<file path="src/esh_pkg.sv">
package esh_pkg;

  // Sensor geometry.
  localparam int SENSOR_WIDTH  = 346;
  localparam int SENSOR_HEIGHT = 260;

  // Count image geometry, stored row by row.
  localparam int PIXELS = SENSOR_WIDTH * SENSOR_HEIGHT;
  localparam int ADDR_W = $clog2(PIXELS);
  localparam int COL_W  = $clog2(SENSOR_WIDTH);
  localparam int ROW_W  = $clog2(SENSOR_HEIGHT);

  // Field widths of the item channels.
  localparam int FUNC_W  = 2;
  localparam int WORD_W  = 32;
  localparam int PIXEL_W = 9;
  localparam int COUNT_W = 8;
  localparam int IN_DATA_W = 56;

  // Layout of the raw event word.
  localparam int COORD_W = 15;
  localparam int CMP_W   = 16;
  localparam int POL_BIT = 1;
  localparam int Y_LSB   = 2;
  localparam int X_LSB   = 17;

  // Function codes carried on the input tuser.
  localparam logic [FUNC_W-1:0] FUNC_ACC   = 2'd0;
  localparam logic [FUNC_W-1:0] FUNC_READ  = 2'd1;
  localparam logic [FUNC_W-1:0] FUNC_CLEAR = 2'd2;

  // Command queue depth.
  localparam int QUEUE_DEPTH = 4;
  localparam int QPTR_W      = $clog2(QUEUE_DEPTH);
  localparam int QCNT_W      = $clog2(QUEUE_DEPTH + 1);

  typedef enum logic [1:0] {
    CMD_ACC,
    CMD_READ,
    CMD_CLEAR
  } cmd_op_e;

  // One classified command from the front to the back.
  typedef struct packed {
    cmd_op_e             op;
    logic                on_sensor;
    logic [ADDR_W-1:0]   addr;
  } cmd_t;

endpackage

</file>
<file path="src/esh_queue.sv">
module esh_queue import esh_pkg::*; (
  input  logic  clk_i,
  input  logic  rst_ni,
  input  logic  push_i,
  input  cmd_t  push_data_i,
  input  logic  pop_i,
  output logic  full_o,
  output logic  valid_o,
  output cmd_t  data_o
);

  cmd_t              store_q [QUEUE_DEPTH];
  logic [QPTR_W-1:0] wr_ptr_q, wr_ptr_d;
  logic [QPTR_W-1:0] rd_ptr_q, rd_ptr_d;
  logic [QCNT_W-1:0] count_q, count_d;

  assign full_o  = (count_q == QCNT_W'(QUEUE_DEPTH));
  assign valid_o = (count_q != '0);
  assign data_o  = store_q[rd_ptr_q];

  // Pointer and fill count update.
  always_comb begin
    wr_ptr_d = wr_ptr_q;
    rd_ptr_d = rd_ptr_q;
    count_d  = count_q;
    if (push_i) begin
      wr_ptr_d = QPTR_W'(wr_ptr_q + 1'b1);
    end
    if (pop_i) begin
      rd_ptr_d = QPTR_W'(rd_ptr_q + 1'b1);
    end
    if (push_i && !pop_i) begin
      count_d = QCNT_W'(count_q + 1'b1);
    end else if (pop_i && !push_i) begin
      count_d = QCNT_W'(count_q - 1'b1);
    end
  end

  always_ff @(posedge clk_i or negedge rst_ni) begin
    if (!rst_ni) begin
      wr_ptr_q <= '0;
      rd_ptr_q <= '0;
      count_q  <= '0;
    end else begin
      wr_ptr_q <= wr_ptr_d;
      rd_ptr_q <= rd_ptr_d;
      count_q  <= count_d;
    end
  end

  // Entry storage.
  always_ff @(posedge clk_i) begin
    if (push_i) begin
      store_q[wr_ptr_q] <= push_data_i;
    end
  end

endmodule

</file>
<file path="config.mk">
export PLATFORM = sky130hd
export DESIGN_NAME = esh_queue
export DESIGN_NICKNAME = d
export VERILOG_FILES = /design/src/esh_pkg.sv /design/src/esh_queue.sv
export SDC_FILE = /design/constraint.sdc
export NUM_CORES = 1
export LEC_CHECK = 0
export BUFFER_PORTS_ARGS = -buffer_cell sky130_fd_sc_hd__buf_2
export CORE_MARGIN = 4
export CORE_UTILIZATION = 59
export CTS_BUF_LIST = sky130_fd_sc_hd__clkbuf_8
export DETAILED_ROUTE_END_ITERATION = 10
export GPL_TIMING_DRIVEN = 1
export PLACE_DENSITY = 0.82
export SLEW_MARGIN = 0
export SYNTH_ARGS = -nofsm -noshare
export SYNTH_HDL_FRONTEND = slang
export SYNTH_SLANG_ARGS = --single-unit
</file>
<file path="constraint.sdc">
create_clock -name clk_i -period 2.1 [get_ports clk_i]
set_clock_uncertainty 0.2 [all_clocks]
set_input_delay 0.105 -clock clk_i [delete_from_list [all_inputs] [get_ports clk_i]]
set_output_delay 0.105 -clock clk_i [all_outputs]
set_load 0.05 [all_outputs]
</file>
==> impl_metrics.csv <==
group,metric,value,unit
finish,instances_no_fill,300,
global_routing,track_usage,19.94,%
floorplan,dieArea,0.006824,mm2
floorplan,rows,26,
floorplan,initial_core_util,62.71,%
timing,fin_crit,2.036,ns
worst_setup_path,required,1.79,ns
synth,synth_edf_count,80,
power_and_ir_drop,seq_power_share,40.3,%
drt,drc,0,
timing,max_freq,0.4912,GHz
drt,totalWireLength,5797,um
finish,final_util,78.40,%
synth,netlist.top_cell.by_area,"edfxtp_1",
power_and_ir_drop,pwr-share-clk,18.1,%
power_and_ir_drop,swShare,38.53,%
finish,diodes,0,
synth,ys_warn_count,0,
power_and_ir_drop,netSwitchingPower,2.327,mW
finish,syn2layout_area_growth,25.03,%
floorplan,die_x,82.61,um
place,post_dp_cell_area,0.003625,mm2
synth,avgSynthCellArea,23.80,um2
timing,finalSetupTns,0,ns
worst_setup_path,start_kind,"flop",
worst_setup_path,crit_family,"multiplexers",
drt,avgViaCountPerCell,5.357,
timing,slew_headroom,77.13,%
global_routing,grt_pass1_wl,9252,um
global_routing,grt_max_degree,21,
drt,vias,1607,
worst_setup_path,reg2reg_from,"wr_ptr_q[0]",
synth,syn-num-nets,168,
worst_hold_path,hold_path.class,"flop to flop",
job,maxCapViolCount,0,
worst_hold_path,worstHoldStart,"count_q[2]",
synth,synthFlopType,"edfxtp_1",
clocking,clockBufferDepth,2,
clocking,clk_latency,0.34,ns
synth,syn_area,0.003284,mm2
global_routing,grt_pass1_vias,1723,
clocking,root_buffer,"clkbuf_8",
timing,fin_crit_sh,96.94,%
synth,ys_top_cells_by_count,"edfxtp_1 (80), mux4_2 (18), dfrtp_1 (7), ha_1 (5)",
power_and_ir_drop,comb_power_share,41.6,%
global_routing,gr-total-overflow,0,
worst_hold_path,worstHoldPathCells,1,
floorplan,chipHeight,82.61,um
drt,wire_per_inst,19.32,um
drt,postRouteAntennaNets,0,
synth,yosysMostFrequentCell,"edfxtp_1",
place,placed_cells,257,
timing,report.final.slew_viol_count,0,
clocking,cts_htree_levels,3,
finish,drive_gt1_share,39.57,%
power_and_ir_drop,power.density,1471,mW/mm2
worst_setup_path,reg2reg_slack,0.48,ns
clocking,cts_sinks,87,
worst_setup_path,arrival,1.73,ns
place,port_buffers,45,
finish,fin_area,0.004106,mm2
timing,hold_viol,0,
clocking,clk_pin_slew,0.08,ns
synth,yosys.area.top_type_share,73.14,%
synth,ys_ff_latch,87,
synth,yosys-top-cells-area,"edfxtp_1 (73%), mux4_2 (12%), dfrtp_1 (5.3%), ha_1 (1.9%), mux4_1 (1.6%)",
worst_setup_path,cp_slowest_cell,"mux4_2",
drt,drt_iter0_markers,107,
floorplan,core_area,0.005238,mm2
synth,synth.distinct_cells,18,
run_status,outcome,"complete, no violations",
power_and_ir_drop,max-vdd-ir-drop,0.8717,mV
clocking,cts_buffers,9,
worst_setup_path,crit_path_max_fanout,11,
timing,tightest_slew,0.3419,ns
worst_setup_path,r2r_cells,4,
global_routing,antenna_found_initial,0,
floorplan,ios,46,
drt,firstDrtPassIters,4,
synth,synthArstFlopShare,8.046,%
worst_setup_path,endpoint_kind,"primary output",
place,dp_hpwl,3649,um
place,gp_congestion,0.6797,
timing,setup-violations-final,0,
worst_setup_path,critPathBufInv,2,
worst_setup_path,worstSetupPathType,"flop to primary output",
synth,synth_seq_area_share,78.48,%
power_and_ir_drop,leakagePower,1.505,nW
worst_setup_path,r2r-end,"store_q[0][1]",
worst_hold_path,hold_path_end,"count_q[2]",
worst_setup_path,max_stage_delay,0.52,ns
synth,syn_inst,138,
worst_setup_path,cp_cell_sequence,"buf_12 -> mux4_2 -> buf_2",
clocking,cts_tree,"done",
power_and_ir_drop,internal_power,3.713,mW
finish,final_nets,255,
timing,hold_ws,0.3009,ns
-- sequential cells by signal, indices dropped and copies added (netlist names) --
register	flops
store_q	80
count_q	3
rd_ptr_q	2
wr_ptr_q	2
-- final cells by class --
cell class | instances | area, um2
repair buffers | 80 | 576.8
flip-flops and latches | 87 | 2579
fillers | 276 | 1131
inverters | 4 | 15.01
clock buffers | 9 | 123.9
multi-input cells | 43 | 659.4
clock inverters | 7 | 65.06
well taps | 70 | 87.58
-- layer usage --
metal,track usage (%),routed length (um),vias to the layer above
met4,9.150,127,0
met1,24.88,2296,821
li1,-,-,735
met2,33.81,3158,39
met3,4.013,215,12
met5,0,0,-
-- worst max-delay path by stage --
stage,startpoint,to,slack (ns),cells after the start
3_3_place_gp,rd_ptr_q[0],data_o[15],0.30,3
3_5_place_dp,rd_ptr_q[0],data_o[18],0.25,3
2_1_floorplan,count_q[0],full_o,0.20,1
6_report,rd_ptr_q[0],data_o[9],0.06,3
4_1_cts,rd_ptr_q[0],data_o[18],-0.00002,3
5_1_grt,rd_ptr_q[0],data_o[10],-0.02,3
-- power groups by stage --
stage	clock (mW)	combinational, mW	sequential, mW
floorplan	0	1.90	2.42
global placement	0	2.33	2.43
detailed placement	0	2.39	2.47
CTS	1.11	2.45	2.44
global route	1.21	2.67	2.47
finish	1.09	2.51	2.43
-- stage by stage --
stage,setup WS (ns),power (mW)
2_1_floorplan,0.2010,4.313
3_3_place_gp,0.3000,4.758
3_5_place_dp,0.2479,4.853
4_1_cts,-0.00002065,6.005
5_1_grt,-0.01860,6.347
6_report,0.06427,6.040
-- kinds of logic (layout without fill, tap and decap cells) --
kind of cell | after synthesis | count (layout) | share of synthesized area [%]
flip-flops | 87 | 87 | 78.48
multiplexers | 21 | 21 | 14.29
AND/OR/NAND/NOR | 9 | 9 | 1.524
buffers and inverters | 8 | 100 | 1.447
adder cells (fa/ha/maj) | 6 | 6 | 2.514
XOR/XNOR | 6 | 6 | 1.600
AO/OA/AOI/OAI | 1 | 1 | 0.1522
-- placed cells by master (no fill, tap or decap), types with 2 or more instances in the layout --
master / synthesis / routed
edfxtp_1: 80 / 80
buf_2: 2 / 43
dlygate4sd3_1: 0 / 24
mux4_2: 18 / 18
buf_4: 0 / 10
clkbuf_8: 0 / 9
dfrtp_1: 7 / 6
inv_1: 4 / 5
ha_1: 5 / 5
and2_1: 4 / 4
xor2_1: 4 / 4
clkinv_2: 0 / 3
mux4_1: 2 / 2
xnor2_1: 2 / 2
nand2_1: 2 / 2
-- what timing repair did --
item	4_1_cts	5_1_grt
endpoints found under the setup margin	18	17
hold buffers	24	0
hold endpoints to repair	91	0
gates resized for setup	4	7
setup buffers	0	3
Power figures use the tool's default switching activity.
