[src/esh_pkg.sv]
package esh_pkg;

  // Sensor geometry.
  localparam int SENSOR_WIDTH  = 346;
  localparam int SENSOR_HEIGHT = 260;

  // Count image geometry, stored row by row.
  localparam int PIXELS = SENSOR_WIDTH * SENSOR_HEIGHT;
  localparam int ADDR_W = $clog2(PIXELS);
  localparam int COL_W  = $clog2(SENSOR_WIDTH);
  localparam int ROW_W  = $clog2(SENSOR_HEIGHT);

  // Field widths of the item channels.
  localparam int FUNC_W  = 2;
  localparam int WORD_W  = 32;
  localparam int PIXEL_W = 9;
  localparam int COUNT_W = 8;
  localparam int IN_DATA_W = 56;

  // Layout of the raw event word.
  localparam int COORD_W = 15;
  localparam int CMP_W   = 16;
  localparam int POL_BIT = 1;
  localparam int Y_LSB   = 2;
  localparam int X_LSB   = 17;

  // Function codes carried on the input tuser.
  localparam logic [FUNC_W-1:0] FUNC_ACC   = 2'd0;
  localparam logic [FUNC_W-1:0] FUNC_READ  = 2'd1;
  localparam logic [FUNC_W-1:0] FUNC_CLEAR = 2'd2;

  // Command queue depth.
  localparam int QUEUE_DEPTH = 4;
  localparam int QPTR_W      = $clog2(QUEUE_DEPTH);
  localparam int QCNT_W      = $clog2(QUEUE_DEPTH + 1);

  typedef enum logic [1:0] {
    CMD_ACC,
    CMD_READ,
    CMD_CLEAR
  } cmd_op_e;

  // One classified command from the front to the back.
  typedef struct packed {
    cmd_op_e             op;
    logic                on_sensor;
    logic [ADDR_W-1:0]   addr;
  } cmd_t;

endpackage

[src/esh_front.sv]
module esh_front import esh_pkg::*; (
  input  logic                s_valid_i,
  input  logic [FUNC_W-1:0]   func_i,
  input  logic [WORD_W-1:0]   event_word_i,
  input  logic [PIXEL_W-1:0]  pixel_col_i,
  input  logic [PIXEL_W-1:0]  pixel_row_i,
  input  logic                queue_full_i,
  input  logic                back_busy_i,
  output logic                s_ready_o,
  output logic                push_o,
  output cmd_t                cmd_o
);

  logic [COORD_W-1:0] ev_x;
  logic [COORD_W-1:0] ev_y;
  logic               ev_pol;
  logic [CMP_W-1:0]   col_w;
  logic [CMP_W-1:0]   row_w;
  logic               on_sensor;
  logic               keep;
  cmd_op_e            cmd_op;
  logic [ADDR_W-1:0]  pix_addr;

  // Unpack the event word.
  assign ev_pol = event_word_i[POL_BIT];
  assign ev_y   = event_word_i[Y_LSB +: COORD_W];
  assign ev_x   = event_word_i[X_LSB +: COORD_W];

  // Pick the coordinates that the function uses, widened for the range check.
  always_comb begin
    if (func_i == FUNC_ACC) begin
      col_w = {1'b0, ev_x};
      row_w = {1'b0, ev_y};
    end else begin
      col_w = {{(CMP_W - PIXEL_W){1'b0}}, pixel_col_i};
      row_w = {{(CMP_W - PIXEL_W){1'b0}}, pixel_row_i};
    end
  end

  assign on_sensor = (col_w < CMP_W'(SENSOR_WIDTH)) && (row_w < CMP_W'(SENSOR_HEIGHT));

  // Row-major pixel address; only meaningful when the pixel is on the sensor.
  assign pix_addr = ADDR_W'(ADDR_W'(row_w[ROW_W-1:0]) * ADDR_W'(SENSOR_WIDTH)
                    + ADDR_W'(col_w[COL_W-1:0]));

  // Classify the item and drop those that leave no trace.
  always_comb begin
    keep   = 1'b0;
    cmd_op = CMD_ACC;
    unique case (func_i)
      FUNC_ACC: begin
        keep   = ev_pol && on_sensor;
        cmd_op = CMD_ACC;
      end
      FUNC_READ: begin
        keep   = 1'b1;
        cmd_op = CMD_READ;
      end
      FUNC_CLEAR: begin
        keep   = 1'b1;
        cmd_op = CMD_CLEAR;
      end
      default: begin
        keep   = 1'b0;
        cmd_op = CMD_ACC;
      end
    endcase
  end

  assign cmd_o     = '{op: cmd_op, on_sensor: on_sensor, addr: pix_addr};
  assign s_ready_o = !queue_full_i && !back_busy_i;
  assign push_o    = s_valid_i && s_ready_o && keep;

endmodule

[config.mk]
export PLATFORM = sky130hd
export DESIGN_NAME = esh_front
export DESIGN_NICKNAME = d
export VERILOG_FILES = /design/src/esh_pkg.sv /design/src/esh_front.sv
export SDC_FILE = /design/constraint.sdc
export NUM_CORES = 1
export LEC_CHECK = 0
export ABC_AREA = 1
export BUFFER_PORTS_ARGS = -buffer_cell sky130_fd_sc_hd__buf_2
export CORE_UTILIZATION = 35
export DETAILED_ROUTE_END_ITERATION = 8
export MAX_ROUTING_LAYER = met4
export PLACE_DENSITY = 0.69
export SLEW_MARGIN = 40
export SYNTH_ARGS = -nofsm -noshare
export SYNTH_HDL_FRONTEND = slang
export SYNTH_SLANG_ARGS = --single-unit
[constraint.sdc]
create_clock -name vclk -period 9.8
set_clock_uncertainty 0.1 [all_clocks]
set_input_delay 0.98 -clock vclk [all_inputs]
set_output_delay 0.98 -clock vclk [all_outputs]
set_load 0.1 [all_outputs]
==> results of run 1 <==
[metrics by stage]
step                      utilization [%]  worst slack, ns  hold slack (ns)
final                                42.7             2.08             2.26
after global routing                 42.7             1.48             2.27
after CTS                            42.7             1.66             2.26
after detailed placement             42.7             1.68             2.26
after global placement               42.7             1.80             2.26
after floorplan                         -             2.12             2.20
[layout make-up]
cell class	count	area share [%]
multi-input cells	311	72.1
inverters	93	11.3
repair buffers	77	12.6
well taps	99	4.02
[worst paths after layout]
kind / depth (start not counted) / to / start / slack (ns)
setup / recovery: 27 / cmd_o[13] / func_i[0] / 2.08
hold / removal: 3 / s_ready_o / queue_full_i / 2.26
[Yosys cell counts (2+ instances only)]
| cell type | number |
|---|---|
| nand3_2 | 2 |
| fa_1 | 17 |
| xnor2_1 | 7 |
| nor2_1 | 20 |
| nand3b_1 | 2 |
| nand4_1 | 3 |
| xor2_1 | 9 |
| nand3_1 | 23 |
| ha_1 | 62 |
| nand2_2 | 4 |
| o21ai_0 | 6 |
| nand2_1 | 125 |
| a21oi_1 | 15 |
| o21ai_1 | 2 |
| a31oi_1 | 2 |
| o21a_1 | 3 |
| buf_6 | 2 |
| inv_1 | 92 |
[kinds of logic (layout without fill, tap and decap cells)]
kind of cell | count (synthesis) | after routing
AO/OA/AOI/OAI | 29 | 29
XOR/XNOR | 17 | 17
adder cells (fa/ha/maj) | 79 | 79
buffers and inverters | 97 | 170
AND/OR/NAND/NOR | 186 | 186
[per-layer routing]
layer / vias up / track usage, % / part of all wire (%)
li1: 1403 / - / -
met1: 1139 / 19.7 / 48
met2: 59 / 31.8 / 49
met3: 0 / 0 / 3.3
met4: 0 / 0 / 0
met5: - / - / 0
[tightest hold or removal path, cell delays in order]
cell    delay (ns)
buf_2         0.08
nor2_1        0.04
buf_2         0.28
==> impl_metrics.env, run 1 <==
export IMPL_max_cap_violations=0
export IMPL_synth_top_area_share_pct=29.8
export IMPL_ant_nets=0
export IMPL_synthAdderAreaFrac_pct=42.9
export IMPL_drive_gt1_share_pct=18.5
export IMPL_rows=31
export IMPL_dp_cells=580
export IMPL_cts_hold_buffers=0
export IMPL_synth_area_leaders="ha_1, nand2_1, inv_1"
export IMPL_antenna_found_initial=0
export IMPL_crit_top_cell="nand2_1"
export IMPL_crit_arrival_ns=6.64
export IMPL_port_buffers=76
export IMPL_nets=617
export IMPL_fin_setup_tns_ns=0
export IMPL_cp_slowest_cell="fa_1"
export IMPL_wl_um=5610
export IMPL_first_pass_iters=6
export IMPL_cp_data_required_time_ns=8.72
export IMPL_placed_area_um2=3080
export IMPL_post_cts_buffers=0
export IMPL_nFlopsAndLatches=0
export IMPL_start_util_pct=36.1
export IMPL_cp_buffers_inverters=7
export IMPL_final_min_period_over_clock_period_pct=78.8
export IMPL_final_common_cell="nand2_1"
export IMPL_grtUsageTotal_pct=16.2
export IMPL_routabilityCongestion=0.827
export IMPL_synth_compound_area_share_pct=6.06
export IMPL_min_path_type="input pin to output pin"
export IMPL_yosysTopAreaCell="ha_1"
export IMPL_fin_cells=580
export IMPL_tightest_slew_ns=0.755
export IMPL_synthSimpleGateAreaFrac_pct=30.3
export IMPL_fill_cells=780
export IMPL_die_h_um=88.2
export IMPL_syn_inst=408
export IMPL_cts_resized=0
export IMPL_critPathMaxFanout=29
export IMPL_seq_area_frac_synth_pct=0
export IMPL_area_growth_pct=18.4
export IMPL_drt_iter0_drc=56
export IMPL_hpwlAfterDp_um=5130
export IMPL_route_vias_total=2601
export IMPL_rsz0062_at_grt="no"
export IMPL_slowest_delay_ns=0.54
export IMPL_overflow=0
export IMPL_synth_fp_nets=542
export IMPL_wl_per_cell_um=9.66
export IMPL_drc_errors=0
export IMPL_multi_input_area_um2=2220
export IMPL_stdcell_area_um2=3080
export IMPL_grt_max_degree=30
export IMPL_setup_viol=0
export IMPL_n_clock_buffer=0
export IMPL_ys_types=30
export IMPL_register_area_um2=0
export IMPL_fmax_mhz=129
export IMPL_finalMaxSlewViolations=0
export IMPL_yosysWarnings=0
export IMPL_outcome="finished, final reports clean"
export IMPL_syn_area_um2=2600
export IMPL_ioPinCount=77
export IMPL_grt_pass1_vias=2533
export IMPL_slew_headroom_pct=49.1
export IMPL_synth_area_per_cell_um2=6.38
export IMPL_diodes=0
export IMPL_die_w_um=88.2
export IMPL_final_cell_mix="nand2_1, inv_1, buf_2"
export IMPL_synthMuxAreaShare_pct=0
export IMPL_drt_vias_per_instance=4.48
export IMPL_fin_crit_ns=7.72
export IMPL_hold_viol=0
export IMPL_critPathLaunchType="input pin"
export IMPL_die_area_um2=7780
export IMPL_grt_pass1_wl_um=10300
export IMPL_core_area_um2=7210
export IMPL_synthXorXnorAreaFrac_pct=6.01
export IMPL_endpoint_kind="output pin"
export IMPL_synth_top_family_by_area="adder cells"
export IMPL_critPathKind="input pin to output pin"
export IMPL_crit_family="adder cells"
Power of run 1 is left out: the tool's default activity adds up to more than one toggle a clock period on the data nets, which glitch-free logic cannot reach.
==> run 2, diff against run 1 <==
Clock period 9.8 ns to 7.9 ns, I/O delays scaled along.
==> run 2 against run 1 <==
  * Critical path depth is the same
  * Wire length grew 1.8%
  * Design area grew 0.65%
  * Clock-buffer cell count is the same
  * First-iteration DRC count shrank 3.6%
  * Sequential share of layout area is the same
  * Non-clock buffer count grew 3
  * Critical endpoint unchanged
  * Via count grew 1.7%
  * Setup slack lost 1.0 ns
  * Cell count grew 0.52%
  * Sequential cell count is the same
  * Die area is the same
==> impl_metrics.env, run 2 (synthesis results as in run 1) <==
export IMPL_fmax_mhz=146
export IMPL_post_cts_buffers=0
export IMPL_hpwlAfterDp_um=5210
export IMPL_first_pass_iters=4
export IMPL_core_area_um2=7210
export IMPL_grt_pass1_vias=2643
export IMPL_crit_top_cell="nand2_1"
export IMPL_cts_hold_buffers=0
export IMPL_drt_vias_per_instance=4.54
export IMPL_crit_arrival_ns=5.98
export IMPL_cp_data_required_time_ns=7.01
export IMPL_critPathKind="input pin to output pin"
export IMPL_final_common_cell="nand2_1"
export IMPL_endpoint_kind="output pin"
export IMPL_drive_gt1_share_pct=18.8
export IMPL_setup_worst_path_start="func_i[0]"
export IMPL_antenna_found_initial=0
export IMPL_routabilityCongestion=0.836
export IMPL_die_w_um=88.2
export IMPL_max_cap_violations=0
export IMPL_port_buffers=76
export IMPL_diodes=0
export IMPL_drc_errors=0
export IMPL_grt_max_degree=29
export IMPL_tightest_slew_ns=0.492
export IMPL_fin_setup_tns_ns=0
export IMPL_rsz0062_at_grt="no"
export IMPL_n_clock_buffer=0
export IMPL_finalMaxSlewViolations=0
export IMPL_setup_viol=0
export IMPL_grtUsageTotal_pct=16.6
export IMPL_crit_end="cmd_o[13]"
export IMPL_outcome="finished, final reports clean"
export IMPL_cp_slowest_cell="fa_1"
export IMPL_wl_per_cell_um=9.79
export IMPL_area_growth_pct=19.2
export IMPL_critPathLaunchType="input pin"
export IMPL_start_util_pct=36.1
export IMPL_cp_buffers_inverters=7
export IMPL_drt_iter0_drc=54
export IMPL_final_min_period_over_clock_period_pct=86.9
export IMPL_path_depth=27
export IMPL_slew_headroom_pct=67.4
export IMPL_overflow=0
export IMPL_wl_um=5710
export IMPL_ant_nets=0
export IMPL_grt_pass1_wl_um=10500
export IMPL_nets=620
export IMPL_rows=31
export IMPL_nFlopsAndLatches=0
export IMPL_register_area_um2=0
export IMPL_critPathMaxFanout=10
export IMPL_min_path_type="input pin to output pin"
export IMPL_fin_crit_ns=6.87
export IMPL_slowest_delay_ns=0.54
export IMPL_route_vias_total=2645
export IMPL_cts_resized=0
export IMPL_die_area_um2=7780
export IMPL_final_cell_mix="nand2_1, inv_1, buf_2"
export IMPL_die_h_um=88.2
export IMPL_hold_viol=0
export IMPL_crit_family="adder cells"
export IMPL_ioPinCount=77
[run 2: through the flow]
stage               instance area [um^2]  utilization, %  std cells  setup slack [ns]  hold WS [ns]
finish                              3100            43.0        583              1.03          1.89
CTS                                 3100            43.0        583             0.984          1.89
global route                        3100            43.0        583             0.539          1.90
detailed placement                  3100            43.0        583              1.00          1.89
floorplan                           2600               -        408             0.605          1.82
global placement                    3100            43.0        583              1.08          1.88
[run 2: worst min-delay path by stage]
stage	endpoint	slack [ns]	from	cells past startpoint
2_1_floorplan	s_ready_o	1.82	queue_full_i	1
3_3_place_gp	s_ready_o	1.88	queue_full_i	3
3_5_place_dp	s_ready_o	1.89	back_busy_i	3
4_1_cts	s_ready_o	1.89	back_busy_i	3
5_1_grt	s_ready_o	1.90	back_busy_i	3
6_report	s_ready_o	1.89	back_busy_i	3
[run 2: layout make-up]
class	instances	area [um^2]
fillers	796	4110
repair buffers	80	410
well taps	99	124
inverters	93	349
multi-input cells	311	2220
[run 2: routing by layer]
metal	global-route usage [%]	share of wire, %	vias up
met4	1.32	0.74	0
met5	-	0	-
met1	18.4	47	1171
li1	-	-	1409
met3	0.373	3.5	2
met2	33.9	49	63
Power of run 2 is left out for the same reason.
